==> src/design/tajtd_pkg.sv <==
// ----------------------------------------------------------------------------
// tajtd_pkg: shared types and constants of the jerk threshold detector
// Widths of the sample, time and jerk fields, and the lane status struct.
// ----------------------------------------------------------------------------
package tajtd_pkg;

   localparam int SampleWidth = 16;
   localparam int TimeWidth   = 32;
   localparam int JerkWidth   = 24;
   localparam int ThreshWidth = 23;
   localparam int DiffWidth   = 17;
   localparam int MagWidth    = 16;  // magnitude of a 17-bit difference is at most 65535
   localparam int ProdWidth   = 23;  // 65535 * 125 < 2^23
   localparam int NumLanes    = 3;
   localparam int StepWidth   = 5;   // counts the 23 quotient steps
   localparam logic [ThreshWidth-1:0] ThreshReset = 23'd5120;
   localparam logic [6:0] JerkMul = 7'd125;

   localparam logic [1:0] AxisX = 2'd0;
   localparam logic [1:0] AxisY = 2'd1;
   localparam logic [1:0] AxisZ = 2'd2;

   typedef struct packed {
      logic                 neg;
      logic [ProdWidth-1:0] mag;
   } lane_result_type;

endpackage

==> src/design/tajtd_lane.sv <==
// ----------------------------------------------------------------------------
// tajtd_lane: one axis lane
// Forms |diff| * 125 in ST_MUL, then divides it by dt one quotient bit per
// cycle with a restoring divider.
// ----------------------------------------------------------------------------
module tajtd_lane (
   input  logic                                   clock,
   input  logic                                   reset,
   input  logic                                   start,
   input  logic signed [tajtd_pkg::SampleWidth-1:0] now_sample,
   input  logic signed [tajtd_pkg::SampleWidth-1:0] prev_sample,
   input  logic [tajtd_pkg::TimeWidth-1:0]        dt,
   output logic                                   done,
   output tajtd_pkg::lane_result_type             result
);

   typedef enum logic [1:0] {ST_IDLE, ST_MUL, ST_DIV} state_type;

   state_type                            state_ff;
   logic [tajtd_pkg::StepWidth-1:0]      step_ff;
   logic                                 neg_ff;
   logic [tajtd_pkg::MagWidth-1:0]       mag_ff;
   logic [tajtd_pkg::ProdWidth-1:0]      quo_ff;
   logic [tajtd_pkg::TimeWidth:0]        rem_ff;
   logic [tajtd_pkg::TimeWidth-1:0]      dt_ff;
   logic                                 done_ff;

   logic signed [tajtd_pkg::DiffWidth-1:0] diff;
   logic [tajtd_pkg::DiffWidth-1:0]        diff_abs;
   logic [tajtd_pkg::TimeWidth:0]          rem_shift;
   logic [tajtd_pkg::TimeWidth:0]          rem_in;
   logic                                   fits;

   assign diff = tajtd_pkg::DiffWidth'(now_sample) - tajtd_pkg::DiffWidth'(prev_sample);
   assign diff_abs = diff[tajtd_pkg::DiffWidth-1] ? (-diff) : diff;
   assign rem_shift = {rem_ff[tajtd_pkg::TimeWidth-1:0], quo_ff[tajtd_pkg::ProdWidth-1]};
   assign fits = rem_shift >= {1'b0, dt_ff};
   assign rem_in = fits ? rem_shift - {1'b0, dt_ff} : rem_shift;

   always_ff @(posedge clock) begin
      if (reset) begin
         state_ff <= ST_IDLE;
         done_ff  <= 1'b0;
      end else begin
         done_ff <= 1'b0;
         unique case (state_ff)
            ST_IDLE: begin
               if (start) begin
                  neg_ff   <= diff[tajtd_pkg::DiffWidth-1];
                  mag_ff   <= diff_abs[tajtd_pkg::MagWidth-1:0];
                  dt_ff    <= dt;
                  state_ff <= ST_MUL;
               end
            end
            ST_MUL: begin
               quo_ff   <= tajtd_pkg::ProdWidth'(mag_ff) *
                           tajtd_pkg::ProdWidth'(tajtd_pkg::JerkMul);
               rem_ff   <= '0;
               step_ff  <= '0;
               state_ff <= ST_DIV;
            end
            ST_DIV: begin
               rem_ff <= rem_in;
               quo_ff <= {quo_ff[tajtd_pkg::ProdWidth-2:0], fits};
               step_ff <= step_ff + 1'b1;
               if (step_ff == tajtd_pkg::StepWidth'(tajtd_pkg::ProdWidth - 1)) begin
                  done_ff  <= 1'b1;
                  state_ff <= ST_IDLE;
               end
            end
            default: state_ff <= ST_IDLE;
         endcase
      end
   end

   assign done = done_ff;
   assign result.neg = neg_ff;
   assign result.mag = quo_ff;

   property p_done_from_div;
      @(posedge clock) disable iff (reset) done |-> $past(state_ff == ST_DIV);
   endproperty
   a_done_from_div: assert property (p_done_from_div) else $error("lane done out of order");

   property p_dt_nonzero;
      @(posedge clock) disable iff (reset) state_ff == ST_DIV |-> dt_ff != '0;
   endproperty
   a_dt_nonzero: assert property (p_dt_nonzero) else $error("lane divides by zero");

   a_mag_bound: assert property (@(posedge clock) disable iff (reset)
      done |-> quo_ff <= tajtd_pkg::ProdWidth'(23'd8191875)) else $error("jerk too large");

endmodule

==> src/design/tajtd_merge.sv <==
// ----------------------------------------------------------------------------
// tajtd_merge: compares lane results to the threshold and sends the alert run
// Holds the three signed jerks and hands them out X, Y, Z on the response side.
// ----------------------------------------------------------------------------
module tajtd_merge (
   input  logic                                 clock,
   input  logic                                 reset,
   input  logic                                 lanes_done,
   input  tajtd_pkg::lane_result_type           lane_x,
   input  tajtd_pkg::lane_result_type           lane_y,
   input  tajtd_pkg::lane_result_type           lane_z,
   input  logic [tajtd_pkg::ThreshWidth-1:0]    threshold,
   output logic                                 idle,
   output logic                                 rsp_valid,
   input  logic                                 rsp_ready,
   output logic [1:0]                           rsp_axis,
   output logic signed [tajtd_pkg::JerkWidth-1:0] rsp_jerk_value,
   output logic                                 rsp_last
);

   logic signed [tajtd_pkg::JerkWidth-1:0] jerk_ff [tajtd_pkg::NumLanes];
   logic [1:0]                             axis_ff;
   logic                                   valid_ff;
   logic                                   alert;

   function automatic logic signed [tajtd_pkg::JerkWidth-1:0] to_signed(
      tajtd_pkg::lane_result_type r);
      logic signed [tajtd_pkg::JerkWidth-1:0] m;
      m = tajtd_pkg::JerkWidth'(r.mag);
      return r.neg ? -m : m;
   endfunction

   assign alert = ({1'b0, lane_x.mag} > {1'b0, threshold}) ||
                  ({1'b0, lane_y.mag} > {1'b0, threshold}) ||
                  ({1'b0, lane_z.mag} > {1'b0, threshold});

   always_ff @(posedge clock) begin
      if (reset) begin
         valid_ff <= 1'b0;
         axis_ff  <= tajtd_pkg::AxisX;
      end else begin
         if (lanes_done && alert) begin
            jerk_ff[0] <= to_signed(lane_x);
            jerk_ff[1] <= to_signed(lane_y);
            jerk_ff[2] <= to_signed(lane_z);
            axis_ff    <= tajtd_pkg::AxisX;
            valid_ff   <= 1'b1;
         end else if (valid_ff && rsp_ready) begin
            if (axis_ff == tajtd_pkg::AxisZ) begin
               valid_ff <= 1'b0;
            end else begin
               axis_ff <= axis_ff + 2'd1;
            end
         end
      end
   end

   assign idle = !valid_ff;
   assign rsp_valid = valid_ff;
   assign rsp_axis = axis_ff;
   assign rsp_jerk_value = (axis_ff == tajtd_pkg::AxisX) ? jerk_ff[0] :
                           (axis_ff == tajtd_pkg::AxisY) ? jerk_ff[1] : jerk_ff[2];
   assign rsp_last = (axis_ff == tajtd_pkg::AxisZ);

   a_no_overrun: assert property (@(posedge clock) disable iff (reset)
      lanes_done |-> !valid_ff) else $error("new run while old run pending");
   a_axis_range: assert property (@(posedge clock) disable iff (reset)
      valid_ff |-> axis_ff != 2'd3) else $error("axis out of range");
   a_run_order: assert property (@(posedge clock) disable iff (reset)
      valid_ff && rsp_ready && !rsp_last |=> valid_ff) else $error("run cut short");

endmodule

==> src/design/three_axis_jerk_threshold_detector_top.sv <==
// ----------------------------------------------------------------------------
// three_axis_jerk_threshold_detector_top: accelerometer jerk alert block
// Three axis lanes divide in parallel; a merge stage checks the threshold.
// ----------------------------------------------------------------------------
// Each request transfer carries one accelerometer sample and its millisecond
// time stamp. The block keeps the previous sample and time stamp, takes dt as
// the wrapping 32-bit difference, and for each axis computes the jerk
// diff*125/dt truncated toward zero in Q8 g/s. When the magnitude of any axis
// is strictly above csr_jerk_threshold, three response transfers follow in the
// order X, Y, Z, the last one with rsp_last set. A sample with zero dt causes
// nothing and leaves the stored state alone. From the request transfer to the
// first response, each lane captures the sample, multiplies by 125 and runs
// the restoring divider one quotient bit a cycle, and the merge stage then
// registers the threshold compare. The next request is taken once the lanes
// are free and any earlier alert run has fully left, so a busy response side
// holds off new samples.
module three_axis_jerk_threshold_detector_top (
   input  logic                                  clock,
   input  logic                                  reset,
   input  logic                                  req_valid,
   output logic                                  req_ready,
   input  logic signed [tajtd_pkg::SampleWidth-1:0] req_accel_x,
   input  logic signed [tajtd_pkg::SampleWidth-1:0] req_accel_y,
   input  logic signed [tajtd_pkg::SampleWidth-1:0] req_accel_z,
   input  logic [tajtd_pkg::TimeWidth-1:0]       req_time_ms,
   output logic                                  rsp_valid,
   input  logic                                  rsp_ready,
   output logic [1:0]                            rsp_axis,
   output logic signed [tajtd_pkg::JerkWidth-1:0] rsp_jerk_value,
   output logic                                  rsp_last,
   input  logic                                  csr_write,
   input  logic [tajtd_pkg::ThreshWidth-1:0]     csr_jerk_threshold
);

   logic [tajtd_pkg::ThreshWidth-1:0]        thresh_ff;
   logic signed [tajtd_pkg::SampleWidth-1:0] prev_x_ff, prev_y_ff, prev_z_ff;
   logic [tajtd_pkg::TimeWidth-1:0]          prev_time_ff;
   logic                                     busy_ff;

   logic [tajtd_pkg::TimeWidth-1:0] dt;
   logic                            accept;
   logic                            start;
   logic                            done_x, done_y, done_z;
   logic                            merge_idle;
   tajtd_pkg::lane_result_type      res_x, res_y, res_z;

   // The lanes and the merge stage both have to be free before a new sample.
   assign req_ready = !busy_ff && merge_idle;
   assign accept = req_valid && req_ready;
   assign dt = req_time_ms - prev_time_ff;
   // A zero dt sample is taken and dropped without touching any state.
   assign start = accept && (dt != '0);

   always_ff @(posedge clock) begin
      if (reset) begin
         thresh_ff    <= tajtd_pkg::ThreshReset;
         prev_x_ff    <= '0;
         prev_y_ff    <= '0;
         prev_z_ff    <= '0;
         prev_time_ff <= '0;
         busy_ff      <= 1'b0;
      end else begin
         if (csr_write) begin
            thresh_ff <= csr_jerk_threshold;
         end
         if (start) begin
            prev_x_ff    <= req_accel_x;
            prev_y_ff    <= req_accel_y;
            prev_z_ff    <= req_accel_z;
            prev_time_ff <= req_time_ms;
            busy_ff      <= 1'b1;
         end else if (done_x) begin
            busy_ff <= 1'b0;
         end
      end
   end

   tajtd_lane u_lane_x (
      .clock, .reset, .start,
      .now_sample(req_accel_x), .prev_sample(prev_x_ff), .dt,
      .done(done_x), .result(res_x)
   );

   tajtd_lane u_lane_y (
      .clock, .reset, .start,
      .now_sample(req_accel_y), .prev_sample(prev_y_ff), .dt,
      .done(done_y), .result(res_y)
   );

   tajtd_lane u_lane_z (
      .clock, .reset, .start,
      .now_sample(req_accel_z), .prev_sample(prev_z_ff), .dt,
      .done(done_z), .result(res_z)
   );

   tajtd_merge u_merge (
      .clock, .reset,
      .lanes_done(done_x),
      .lane_x(res_x), .lane_y(res_y), .lane_z(res_z),
      .threshold(thresh_ff),
      .idle(merge_idle),
      .rsp_valid, .rsp_ready, .rsp_axis, .rsp_jerk_value, .rsp_last
   );

   // The three lanes run in lock step and must finish together.
   a_lanes_lockstep: assert property (@(posedge clock) disable iff (reset)
      done_x == done_y && done_y == done_z) else $error("lanes out of step");
   a_no_accept_busy: assert property (@(posedge clock) disable iff (reset)
      busy_ff |-> !accept) else $error("sample taken while busy");
   a_done_when_busy: assert property (@(posedge clock) disable iff (reset)
      done_x |-> busy_ff) else $error("lane done while idle");

endmodule
==> config.mk <==
export PLATFORM = sky130hd
export DESIGN_NAME = three_axis_jerk_threshold_detector_top
export DESIGN_NICKNAME = d
export VERILOG_FILES = /design/src/design/tajtd_pkg.sv /design/src/design/tajtd_lane.sv /design/src/design/tajtd_merge.sv /design/src/design/three_axis_jerk_threshold_detector_top.sv
export SDC_FILE = /design/constraint.sdc
export NUM_CORES = 2
export LEC_CHECK = 0
export ABC_AREA = 1
export BUFFER_PORTS_ARGS = -buffer_cell sky130_fd_sc_hd__buf_4
export CAP_MARGIN = 20
export CELL_PAD_IN_SITES_DETAIL_PLACEMENT = 0
export CELL_PAD_IN_SITES_GLOBAL_PLACEMENT = 1
export CORE_MARGIN = 4
export CORE_UTILIZATION = 48
export CTS_CLUSTER_SIZE = 25
export DETAILED_ROUTE_END_ITERATION = 8
export HOLD_SLACK_MARGIN = 0.05
export PLACE_DENSITY_LB_ADDON = 0.1
export SLEW_MARGIN = 20
export SYNTH_ARGS = -nofsm -noshare
export SYNTH_HDL_FRONTEND = slang
export SYNTH_HIERARCHICAL = 1
export SYNTH_SLANG_ARGS = --single-unit
==> constraint.sdc <==
create_clock -name clock -period 7.07 [get_ports clock]
set_input_delay 1.414 -clock clock [delete_from_list [all_inputs] [get_ports clock]]
set_output_delay 1.414 -clock clock [all_outputs]
set_load 0.01 [all_outputs]
==> results.toml <==
[setup_path]
start_kind = "flip-flop"
cp-end-kind = "flip-flop"
path_class = "reg2reg"
crit_arrival_ns = 5.24
required_ns = 7.43
regToRegSetupSlack_ns = 2.18
critPathMaxFanout = 5

[logic_synthesis]
postSynthAreaPerCell_um2 = 7.227
syn_nets = 7171
synth_warnings = 6
syn_area_um2 = 46740
syn_inst = 6467

[global_route]
grt_max_degree = 96
grt_pass1_vias = 39040
antenna_found_initial = 2
grt_first_pass_wirelength_um = 215400
grt.overflow.total = 0
globalRouteTotalUtil_pct = 26.67

[route]
drtIter0Drc = 2859
num_vias = 40460
viasPerCell = 5.122
routed_wirelength_um = 137300
firstDrtPassIters = 5
post-route-drc-count = 0
ant_nets = 0
wl_per_cell_um = 17.38

[cells_and_area]
finalNetCount = 7272
layout_commonest_cell = "nand2_1"
final_cell_mix = "nand2_1 (1,790), inv_1 (1,149), nor2_1 (721)"
final_layout_size_suffix_gt1_share_pct = 6.525
area_delta_synth_final_pct = 9.490

[floorplanning]
die_h_um = 320.0
initial_core_util_pct = 48.33
die-area_um2 = 102400
fp.coreArea_um2 = 96710
die_width_um = 320.0
ioPinCount = 137
rows = 114

[sta]
hold_viol = 0
fmax_mhz = 204.7
finalCriticalPeriod_ns = 4.886
timing.hold.ws_ns = 0.4666
setup_viol = 0
fin_crit_sh_pct = 69.11
tightest_slew_ns = 1.017
rsz0062_at_grt = "no"
slew_headroom_pct = 32.18
skew_ns = 0.02367
fin_tns_setup_ns = 0
drv_slew = 0

[worst_hold_path]
hp-class = "reg2reg"

[job]
maxCapViolCount = 0

[clock_tree]
post-cts-setup-buffer-count = 0
cts_resized = 0
clkLatencyLatePin_ns = 0.63
root_buffer = "clkbuf_16"
hold_buffers = 0
cts_buffers = 67
clkSlewWorstSetupHoldPaths_ns = 0.06
clock_path_buffers = 3
htree_levels = 3
cts_tree = "built"
clock-sinks = 513

[power_and_ir_drop]
vdd_drop_max_mv = 0.4521
power_w = 0.02466
p_leak_nw = 25.63
p_per_area_nw_per_um2 = 481.9

[placed_design]
gp_congestion = 0.9453
io_buffer_count = 136
hpwl_um = 109300

[outcome]
status = "finished clean"
## worst paths after layout
path,startpoint,endpoint,depth (start not counted)
worst min-delay path,thresh_ff[12],thresh_ff[12],2
worst min register to register,thresh_ff[12],thresh_ff[12],2
worst max register to register,u_lane_z/mag_ff[7],u_lane_z/quo_ff[21],16
worst max-delay path,u_lane_z/mag_ff[7],u_lane_z/quo_ff[21],16
## report_power, final
group          switching, W  total (W)  internal (W)
combinational        0.0102     0.0158       0.00566
sequential         0.000683    0.00531       0.00463
clock               0.00141    0.00353       0.00211
total                0.0123     0.0247        0.0124
## cell type report
class | instances | area [um2]
diodes | 2 | 5.005
clock buffers | 87 | 1844
clock inverters | 35 | 410.4
fillers | 9551 | 45530
inverters | 1164 | 4377
multi-input cells | 4666 | 27510
flip-flops and latches | 513 | 14260
well taps | 1276 | 1597
repair buffers | 156 | 1171
## worst max-delay path: stages (launching register included)
cell	delay, ns
edfxtp_1	0.51
inv_1	0.30
fa_1	0.50
fa_1	0.54
fa_1	0.44
fa_1	0.51
inv_1	0.04
ha_1	0.35
nand2_1	0.14
nor2_1	0.23
nand4_1	0.10
o21ai_0	0.47
nand3_1	0.20
nand2_1	0.10
nand2_1	0.05
nand3_1	0.06
nand2_1	0.07
## layer usage
layer	up-vias	share of wire, %	GRT usage [%]
li1	20670	-	-
met1	18690	44	34.74
met5	-	0.0051	0
met2	889	46	44.74
met4	2	4.1	9.894
met3	209	5.4	4.360
## metrics by stage
| step | cell area [um2] | cells | util, % | setup slack (ns) |
|---|---|---|---|---|
| after global placement | 48910 | 7775 | 50.58 | 1.757 |
| after detailed placement | 48910 | 7775 | 50.58 | 1.622 |
| after floorplan | 46740 | 6467 | - | 1.123 |
| final | 51170 | 7899 | 52.92 | 2.184 |
| after CTS | 51170 | 7897 | 52.91 | 2.208 |
| after global routing | 51170 | 7898 | 52.91 | 1.851 |
## flip-flops by register name, summed over array words and instances (netlist names), 23 cells and up
| register | count |
|---|---|
| u_lane_y/quo_ff | 23 |
| u_lane_x/rem_ff | 32 |
| u_lane_y/dt_ff | 32 |
| u_lane_z/rem_ff | 32 |
| u_lane_x/dt_ff | 32 |
| u_merge/jerk_ff | 72 |
| prev_time_ff | 32 |
| thresh_ff | 23 |
| u_lane_z/quo_ff | 23 |
| u_lane_y/rem_ff | 32 |
| u_lane_x/quo_ff | 23 |
| u_lane_z/dt_ff | 32 |
(Power assumes the default switching activity.)
